<file path="src/hdl/ksst_pkg.sv">
// shared types, constants and helpers for the keyed sorted score table
// used by ksst_cell and keyed_sorted_score_table; no dependencies
package ksst_pkg;

   // table size and derived widths
   localparam int CAPACITY = 256;
   localparam int IDX_W    = (CAPACITY > 1) ? $clog2(CAPACITY) : 1;
   localparam int CNT_W    = $clog2(CAPACITY + 1);
   localparam int FIELD_W  = 9;

   // request operation codes
   typedef enum logic [1:0] {
      OP_UPDATE = 2'd0,
      OP_DELETE = 2'd1,
      OP_QUERY  = 2'd2,
      OP_CLEAR  = 2'd3
   } op_type;

   // control sequencer states
   typedef enum logic {
      ST_IDLE  = 1'b0,
      ST_APPLY = 1'b1
   } state_type;

   // request word
   typedef struct packed {
      op_type             operation;
      logic [31:0]        account_id;
      logic signed [31:0] score;
   } req_type;

   // response word
   typedef struct packed {
      logic               ok;
      logic [FIELD_W-1:0] rank;
      logic [FIELD_W-1:0] entry_count;
   } rsp_type;

   // one table entry
   typedef struct packed {
      logic [31:0]        id;
      logic signed [31:0] score;
   } entry_type;

   // control broadcast to every cell
   typedef struct packed {
      logic             sample;    // capture compare flags against probe
      entry_type        probe;     // key and score being compared
      logic [CNT_W-1:0] total;     // entries held now
      logic             write;     // update cell contents this cycle
      logic             insert;    // place fresh entry at slot
      logic             remove;    // close the hole at hole position
      logic [IDX_W-1:0] hole;      // position of the matched entry
      logic [IDX_W-1:0] slot;      // insertion position after removal
      entry_type        fresh;     // entry to insert
   } cell_ctl_type;

   // fit a count into a response field
   function automatic logic [FIELD_W-1:0] to_field(input logic [CNT_W-1:0] cnt);
      return FIELD_W'(cnt);
   endfunction

endpackage

</file>
<file path="src/hdl/ksst_cell.sv">
// one cell of the sorted table: holds one entry, compares it, shifts with neighbors
// depends on ksst_pkg
module ksst_cell (
   input  logic                  clock,
   input  logic [ksst_pkg::IDX_W-1:0] cell_index,
   input  ksst_pkg::cell_ctl_type     ctl,
   input  ksst_pkg::entry_type        left_entry,
   input  ksst_pkg::entry_type        right_entry,
   output ksst_pkg::entry_type        entry,
   output logic                  hit,
   output logic                  ge
);
   import ksst_pkg::*;

   entry_type entry_ff, entry_in;
   logic      hit_ff, hit_in;
   logic      ge_ff, ge_in;
   logic      occupied;
   logic      past_hole;
   logic      past_hole_prev;

   // compare against the probe while the word is taken
   always_comb begin
      occupied = CNT_W'(cell_index) < ctl.total;
      hit_in   = occupied && (entry_ff.id == ctl.probe.id);
      ge_in    = occupied && ($signed(entry_ff.score) >= $signed(ctl.probe.score));
   end

   // next contents: keep, take from a neighbor, or take the fresh entry
   always_comb begin
      past_hole      = ctl.remove && (cell_index >= ctl.hole);
      past_hole_prev = ctl.remove && (cell_index > ctl.hole);
      entry_in       = entry_ff;
      if (!ctl.insert) begin
         if (past_hole) begin
            entry_in = right_entry;
         end
      end else if (cell_index < ctl.slot) begin
         if (past_hole) begin
            entry_in = right_entry;
         end
      end else if (cell_index == ctl.slot) begin
         entry_in = ctl.fresh;
      end else begin
         entry_in = past_hole_prev ? entry_ff : left_entry;
      end
   end

   // entry and flag registers
   always_ff @(posedge clock) begin
      if (ctl.write) begin
         entry_ff <= entry_in;
      end
      if (ctl.sample) begin
         hit_ff <= hit_in;
         ge_ff  <= ge_in;
      end
   end

   assign entry = entry_ff;
   assign hit   = hit_ff;
   assign ge    = ge_ff;

endmodule

</file>
<file path="config.mk">
export PLATFORM = sky130hd
export DESIGN_NAME = ksst_cell
export DESIGN_NICKNAME = d
export VERILOG_FILES = /design/src/hdl/ksst_pkg.sv /design/src/hdl/ksst_cell.sv
export SDC_FILE = /design/constraint.sdc
export NUM_CORES = 1
export LEC_CHECK = 0
export CORE_AREA = 2 2 139 141
export DETAILED_ROUTE_END_ITERATION = 7
export DIE_AREA = 0 0 141 143
export DONT_BUFFER_PORTS = 1
export GPL_TIMING_DRIVEN = 0
export PLACE_DENSITY_LB_ADDON = 0.1
export SYNTH_ARGS = -nofsm -noshare
export SYNTH_HDL_FRONTEND = slang
export SYNTH_SLANG_ARGS = --single-unit
</file>
<file path="constraint.sdc">
create_clock -name clock -period 3.48 [get_ports clock]
set_input_delay 0.522 -clock clock [delete_from_list [all_inputs] [get_ports clock]]
set_output_delay 0.522 -clock clock [all_outputs]
set_load 0.02 [all_outputs]
</file>
==> results_dict.tcl, run 1 <==
set metrics [dict create \
    critPathMaxFanout 64 \
    numPortBuffers 0 \
    numClockSinks 66 \
    fp.dieW_um 141 \
    postCtsSetupRepairBufs 0 \
    drt_wl_total_um 21410 \
    fin_crit_ns 2.811 \
    avgSynthCellArea_sq_um 9.462 \
    postSynthCellCount 606 \
    cts_tree "built" \
    vias_per_cell 5.821 \
    worst_slack_ns 0.6691 \
    report.final.slew_viol_count 0 \
    core_area_sq_um 18580 \
    ys_ff_latch 66 \
    synthDistinctLibCells 33 \
    grt_max_degree 65 \
    r2r-end "ge" \
    grt_pass1_vias 5119 \
    seqPwrFrac_pct 42.5 \
    final_util_pct 34.33 \
    switching_share_pct 34.23 \
    r2r-start "entry[7]" \
    drcViolationCount 0 \
    drive_above_1_share_pct 9.179 \
    ff2ff_setup_slack_ns 1.19 \
    die_height_um 143 \
    layout_commonest_cell "nand2_1" \
    hold_class "in -> reg" \
    ios 360 \
    fp.dieArea_sq_um 20160 \
    rsz0062_at_grt "no" \
    row_count 50 \
    grt_first_pass_wirelength_um 30790 \
    fin_setup_tns_ns 0 \
    vias 4983 \
    grt_usage_pct 20.53 \
    timing.slew.headroom_pct 38.40 \
    crit_start "ctl[65]" \
    critical_path_arrival_ns 2.78 \
    switching_power_mw 1.052 \
    cts-root-buf "clkbuf_16" \
    layout.cells.most_common_list "nand2_1 (74), nand3_1 (67), edfxtp_1 (66)" \
    dp.cells 840 \
    cp-end-kind "flip-flop" \
    clkSlewWorstSetupHoldPaths_ns 0.06 \
    ys_seq_area_share_pct 34.56 \
    fillCellCount 1942 \
    total_power_mw 3.074 \
    ys.flop_type "edfxtp_1" \
    combPwrFrac_pct 22.2 \
    worstMarginPinSlew_ns 0.9240 \
    seq_area_sq_um 1982 \
    pwr-share-clk_pct 35.2 \
    cts_resized 0 \
    layout.cells.non_filler 856 \
    clock_latency_ns 0.34 \
    final.setup_skew_ns 0.01099 \
    leakage_nw 2.591 \
    crit_type "in -> reg" \
    critPathCapture "entry[22]" \
    start_util_pct 30.86 \
    required_ns 3.45 \
    htree_levels 3 \
    vdd.ir_drop.worst_mv 0.1903 \
    fin_nets 966 \
    status "finished clean" \
    async_reset_ff_share_pct 0 \
    fmax_ghz 0.3558 \
    yosysTopAreaCell "edfxtp_1" \
    internal_power_mw 2.022 \
    multiInputGateArea_sq_um 3336 \
    cts_buffers 9 \
    critPathLaunchType "input port" \
    synth_edf_count 66 \
    antenna_found_initial 1 \
    dp_hpwl_um 17180 \
    yosys_warnings 0 \
    reg2reg_depth 7 \
    wl_per_cell_um 25.01 \
    clock_path_buffers 2 \
    powerDensity_nw_per_um2 482.0 \
    syn2layout_area_growth_pct 11.24 \
    synth.top_cell.area_share_pct 34.56 \
    synthesis.area_sq_um 5734 \
    place_ws_ns 0.2539 \
    first_pass_iters 5 \
    ys_top_cells_by_area "edfxtp_1 (35%), ha_1 (12%), mux2i_1 (11%), o221ai_1 (9.8%), nand3_1 (5.8%)" \
    postCtsHoldBufs 0 \
    post-route-period-util_pct 80.77 \
    setup_viol 0 \
    min_path_cells 0 \
    ant_nets 0 \
    grt-ovfl-total 0 \
    place.gp.congestion 0.8500 \
    drtIter0Drc 239 \
    syn-num-nets 955 \
    cap_violations 0 \
    hold_viol 0 \
]
## power by group through the flow
stage | Combinational, mW | Sequential [mW] | Clock [mW]
2_1_floorplan | 0.509 | 1.26 | 0
3_3_place_gp | 0.670 | 1.33 | 0
3_5_place_dp | 0.691 | 1.32 | 0
4_1_cts | 0.692 | 1.31 | 1.11
5_1_grt | 0.774 | 1.32 | 1.13
6_report | 0.684 | 1.31 | 1.08
## Yosys cell counts, types with 2 or more instances
library cell  number
a21o_1             2
a21oi_1           20
buf_2             34
buf_4              6
clkbuf_1           2
edfxtp_1          66
ha_1              55
inv_1             54
mux2i_1           64
nand2_1           74
nand3_1           67
nand4_1           14
nor2_1             9
nor2b_1            6
nor3_1             5
nor4_1            10
o211ai_1           3
o21a_1             2
o21ai_0            4
o221ai_1          64
o31a_1             2
xor2_1            32
## through the flow
stage	instance area, sq um	hold slack [ns]
finish	6379	0.2933
floorplan	5736	0.6345
global placement	6028	0.6351
global route	6379	0.2749
detailed placement	6036	0.6352
CTS	6376	0.2777
## worst max-delay path, cell delays in order
cell and delay, ns:
inv_1 0.02, ha_1 0.27, nor2b_1 0.13, o21a_1 0.17
o21a_1 0.20, o311ai_4 0.27, buf_2 0.34, o31a_4 0.80
## worst min-delay path by stage
stage,from,end,slack (ns)
after global placement,ctl[156],hit,0.64
after floorplan,ctl[156],ge,0.63
after global routing,ctl[156],ge,0.27
after CTS,ctl[156],ge,0.28
final,ctl[156],ge,0.29
after detailed placement,ctl[156],hit,0.64
## state kept, by name, summed over array words and instances, names as in the netlist
signal and cells:
ge 1, hit 1, entry 64
## area by class of cell
type,count,area share [%]
Antenna cell,1,0.03923
Inverter,54,3.178
Sequential cell,66,31.07
Clock buffer,9,3.531
Clock inverter,6,1.805
Tap cell,234,4.590
Multi-Input combinational cell,444,52.30
Buffer,42,3.492
## per-layer routing
metal / global-route usage, % / share of wire (%) / wire (um) / vias to the layer above
li1: - / - / - / 2318
met1: 23.41 / 38 / 8106 / 2348
met2: 36.79 / 52 / 11030 / 287
met3: 5.198 / 7.9 / 1699 / 30
met4: 8.263 / 2.7 / 571 / 0
met5: 0 / 0 / 0 / -
## kinds of logic after synthesis
group,count (synthesis),synth area share [%]
compound gates,107,14.86
flops,66,34.56
simple gates,186,15.10
mux,64,11.17
fa+ha+maj,55,12.00
buf+inv,96,7.419
xor+xnor,32,4.888
(Power assumes the default switching activity.)
==> run 2: changes to the inputs <==
- clock period: 3.48 -> 2.52 ns (I/O delays scaled with it)
==> run 2 against run 1 <==
Net effect: register-to-register slack got worse by 0.97 ns; combinational power up 39%; cell area is 0.14% lower.
==> results_dict.tcl, run 2 (synthesis results as in run 1) <==
set metrics [dict create \
    hold_viol 0 \
    report.final.slew_viol_count 0 \
    switching_power_mw 1.451 \
    fillCellCount 1890 \
    layout.cells.non_filler 856 \
    seqPwrFrac_pct 43.6 \
    critPathCapture "entry[27]" \
    start_util_pct 30.86 \
    critPathMaxFanout 32 \
    ant_nets 0 \
    wl_per_cell_um 25.32 \
    rsz0062_at_grt "no" \
    grtUsageMet2_pct 37.59 \
    multiInputGateArea_sq_um 3353 \
    row_count 50 \
    dp.cells 840 \
    clock_path_buffers 2 \
    layout.cells.most_common_list "nand2_1 (74), nand3_1 (67), edfxtp_1 (66)" \
    antenna_cells 0 \
    postCtsHoldBufs 0 \
    grt_busiest_layer "met2" \
    place.gp.congestion 0.8529 \
    crit_start "ctl[65]" \
    final.setup_skew_ns 0.01318 \
    ios 360 \
    ff2ff_setup_slack_ns 0.22 \
    seq_area_sq_um 1982 \
    drcViolationCount 0 \
    fin_setup_tns_ns 0 \
    met1_usage_pct 24.02 \
    layout_commonest_cell "nand2_1" \
    drtIter0Drc 264 \
    grt-ovfl-total 0 \
    cap_violations 0 \
    final_util_pct 34.28 \
    combPwrFrac_pct 22.9 \
    core_area_sq_um 18580 \
    die_height_um 143 \
    status "finished clean" \
    drt_wl_total_um 21670 \
    vias 4974 \
    dp_hpwl_um 17150 \
    syn2layout_area_growth_pct 11.08 \
    timing.slew.headroom_pct 47.48 \
    crit_path_top_delay_cell "o31a_4" \
    grt_max_degree 33 \
    fp.dieArea_sq_um 20160 \
    drive_above_1_share_pct 9.325 \
    cts_tree "built" \
    path_common_cell "o21a_1" \
    hold_class "in -> reg" \
    critical_path_arrival_ns 2.35 \
    clock_latency_ns 0.34 \
    postCtsSetupRepairBufs 0 \
    crit_chain "inv_1, ha_1, nor2b_1, o21a_1, o21a_1, o311ai_4, buf_2, o31a_4" \
    fin_nets 967 \
    grt_use_met3_pct 5.533 \
    vias_per_cell 5.811 \
    cp-end-kind "flip-flop" \
    setup_viol 0 \
    pwr-share-clk_pct 33.5 \
    vdd.ir_drop.worst_mv 0.2616 \
    critPathLaunchType "input port" \
    r2r-end "ge" \
    internal_power_mw 2.691 \
    r2r-start "entry[7]" \
    post-route-period-util_pct 94.16 \
    clkSlewWorstSetupHoldPaths_ns 0.06 \
    largest_reg_flops 64 \
    cts-root-buf "clkbuf_16" \
    numPortBuffers 0 \
    fin_crit_ns 2.373 \
    fp.dieW_um 141 \
    powerDensity_nw_per_um2 650.3 \
    numClockSinks 66 \
    switching_share_pct 35.04 \
    first_pass_iters 4 \
    htree_levels 3 \
    reg2reg_depth 7 \
    leakage_nw 2.579 \
    grt_pass1_vias 5124 \
    cts_resized 1 \
    grt_usage_pct 20.52 \
    grt_first_pass_wirelength_um 30750 \
    crit_path_max_incr_delay_ns 0.52 \
    worstMarginPinSlew_ns 0.7877 \
    fmax_ghz 0.4214 \
    cts_buffers 9 \
    antenna_found_initial 0 \
    crit_type "in -> reg" \
    required_ns 2.50 \
]
==> run 2: per-layer routing <==
layer | wire, um | vias to the layer above
met5 | 0 | -
met4 | 215 | 0
met3 | 1576 | 14
met2 | 11200 | 255
met1 | 8677 | 2382
li1 | - | 2323
==> run 2: worst min path at each step <==
stage               endpoint  cells after the start  slack (ns)  startpoint
global placement          ge                      0        0.49    ctl[156]
CTS                       ge                      0        0.14    ctl[156]
floorplan                 ge                      0        0.49    ctl[156]
global route             hit                      0        0.13    ctl[156]
finish                    ge                      0        0.15    ctl[156]
detailed placement        ge                      0        0.49    ctl[156]
==> run 2: cell type report <==
| class | count | share of cell area (%) |
|---|---|---|
| Buffer | 42 | 3.496 |
| Clock buffer | 9 | 3.536 |
| Clock inverter | 6 | 1.434 |
| Inverter | 54 | 3.182 |
| Multi-Input combinational cell | 445 | 52.64 |
| Sequential cell | 66 | 31.11 |
| Tap cell | 234 | 4.596 |
==> run 2: worst max-delay path, delay by kind of cell <==
family / cells / cell delay [ns]
fa+ha+maj: 1 / 0.27
simple gates: 1 / 0.13
buf+inv: 2 / 0.38
compound gates: 4 / 1.15
==> run 2: per-stage QoR <==
stage / power, mW / hold WS, ns / setup WS (ns) / area [sq um]
global placement: 2.762 / 0.4911 / -0.5037 / 6036
finish: 4.142 / 0.1534 / 0.1472 / 6370
detailed placement: 2.774 / 0.4911 / -0.4949 / 6036
CTS: 4.184 / 0.1363 / 0.1449 / 6370
floorplan: 2.440 / 0.4905 / 0.01157 / 5743
global route: 4.360 / 0.1310 / 0.03395 / 6370
==> run 2: power groups by stage <==
stage          logic (mW)  clock network, mW  registers, mW
2_1_floorplan       0.704                  0           1.74
3_3_place_gp        0.927                  0           1.84
3_5_place_dp        0.945                  0           1.83
4_1_cts             0.957               1.42           1.81
5_1_grt              1.07               1.46           1.82
6_report            0.949               1.39           1.81
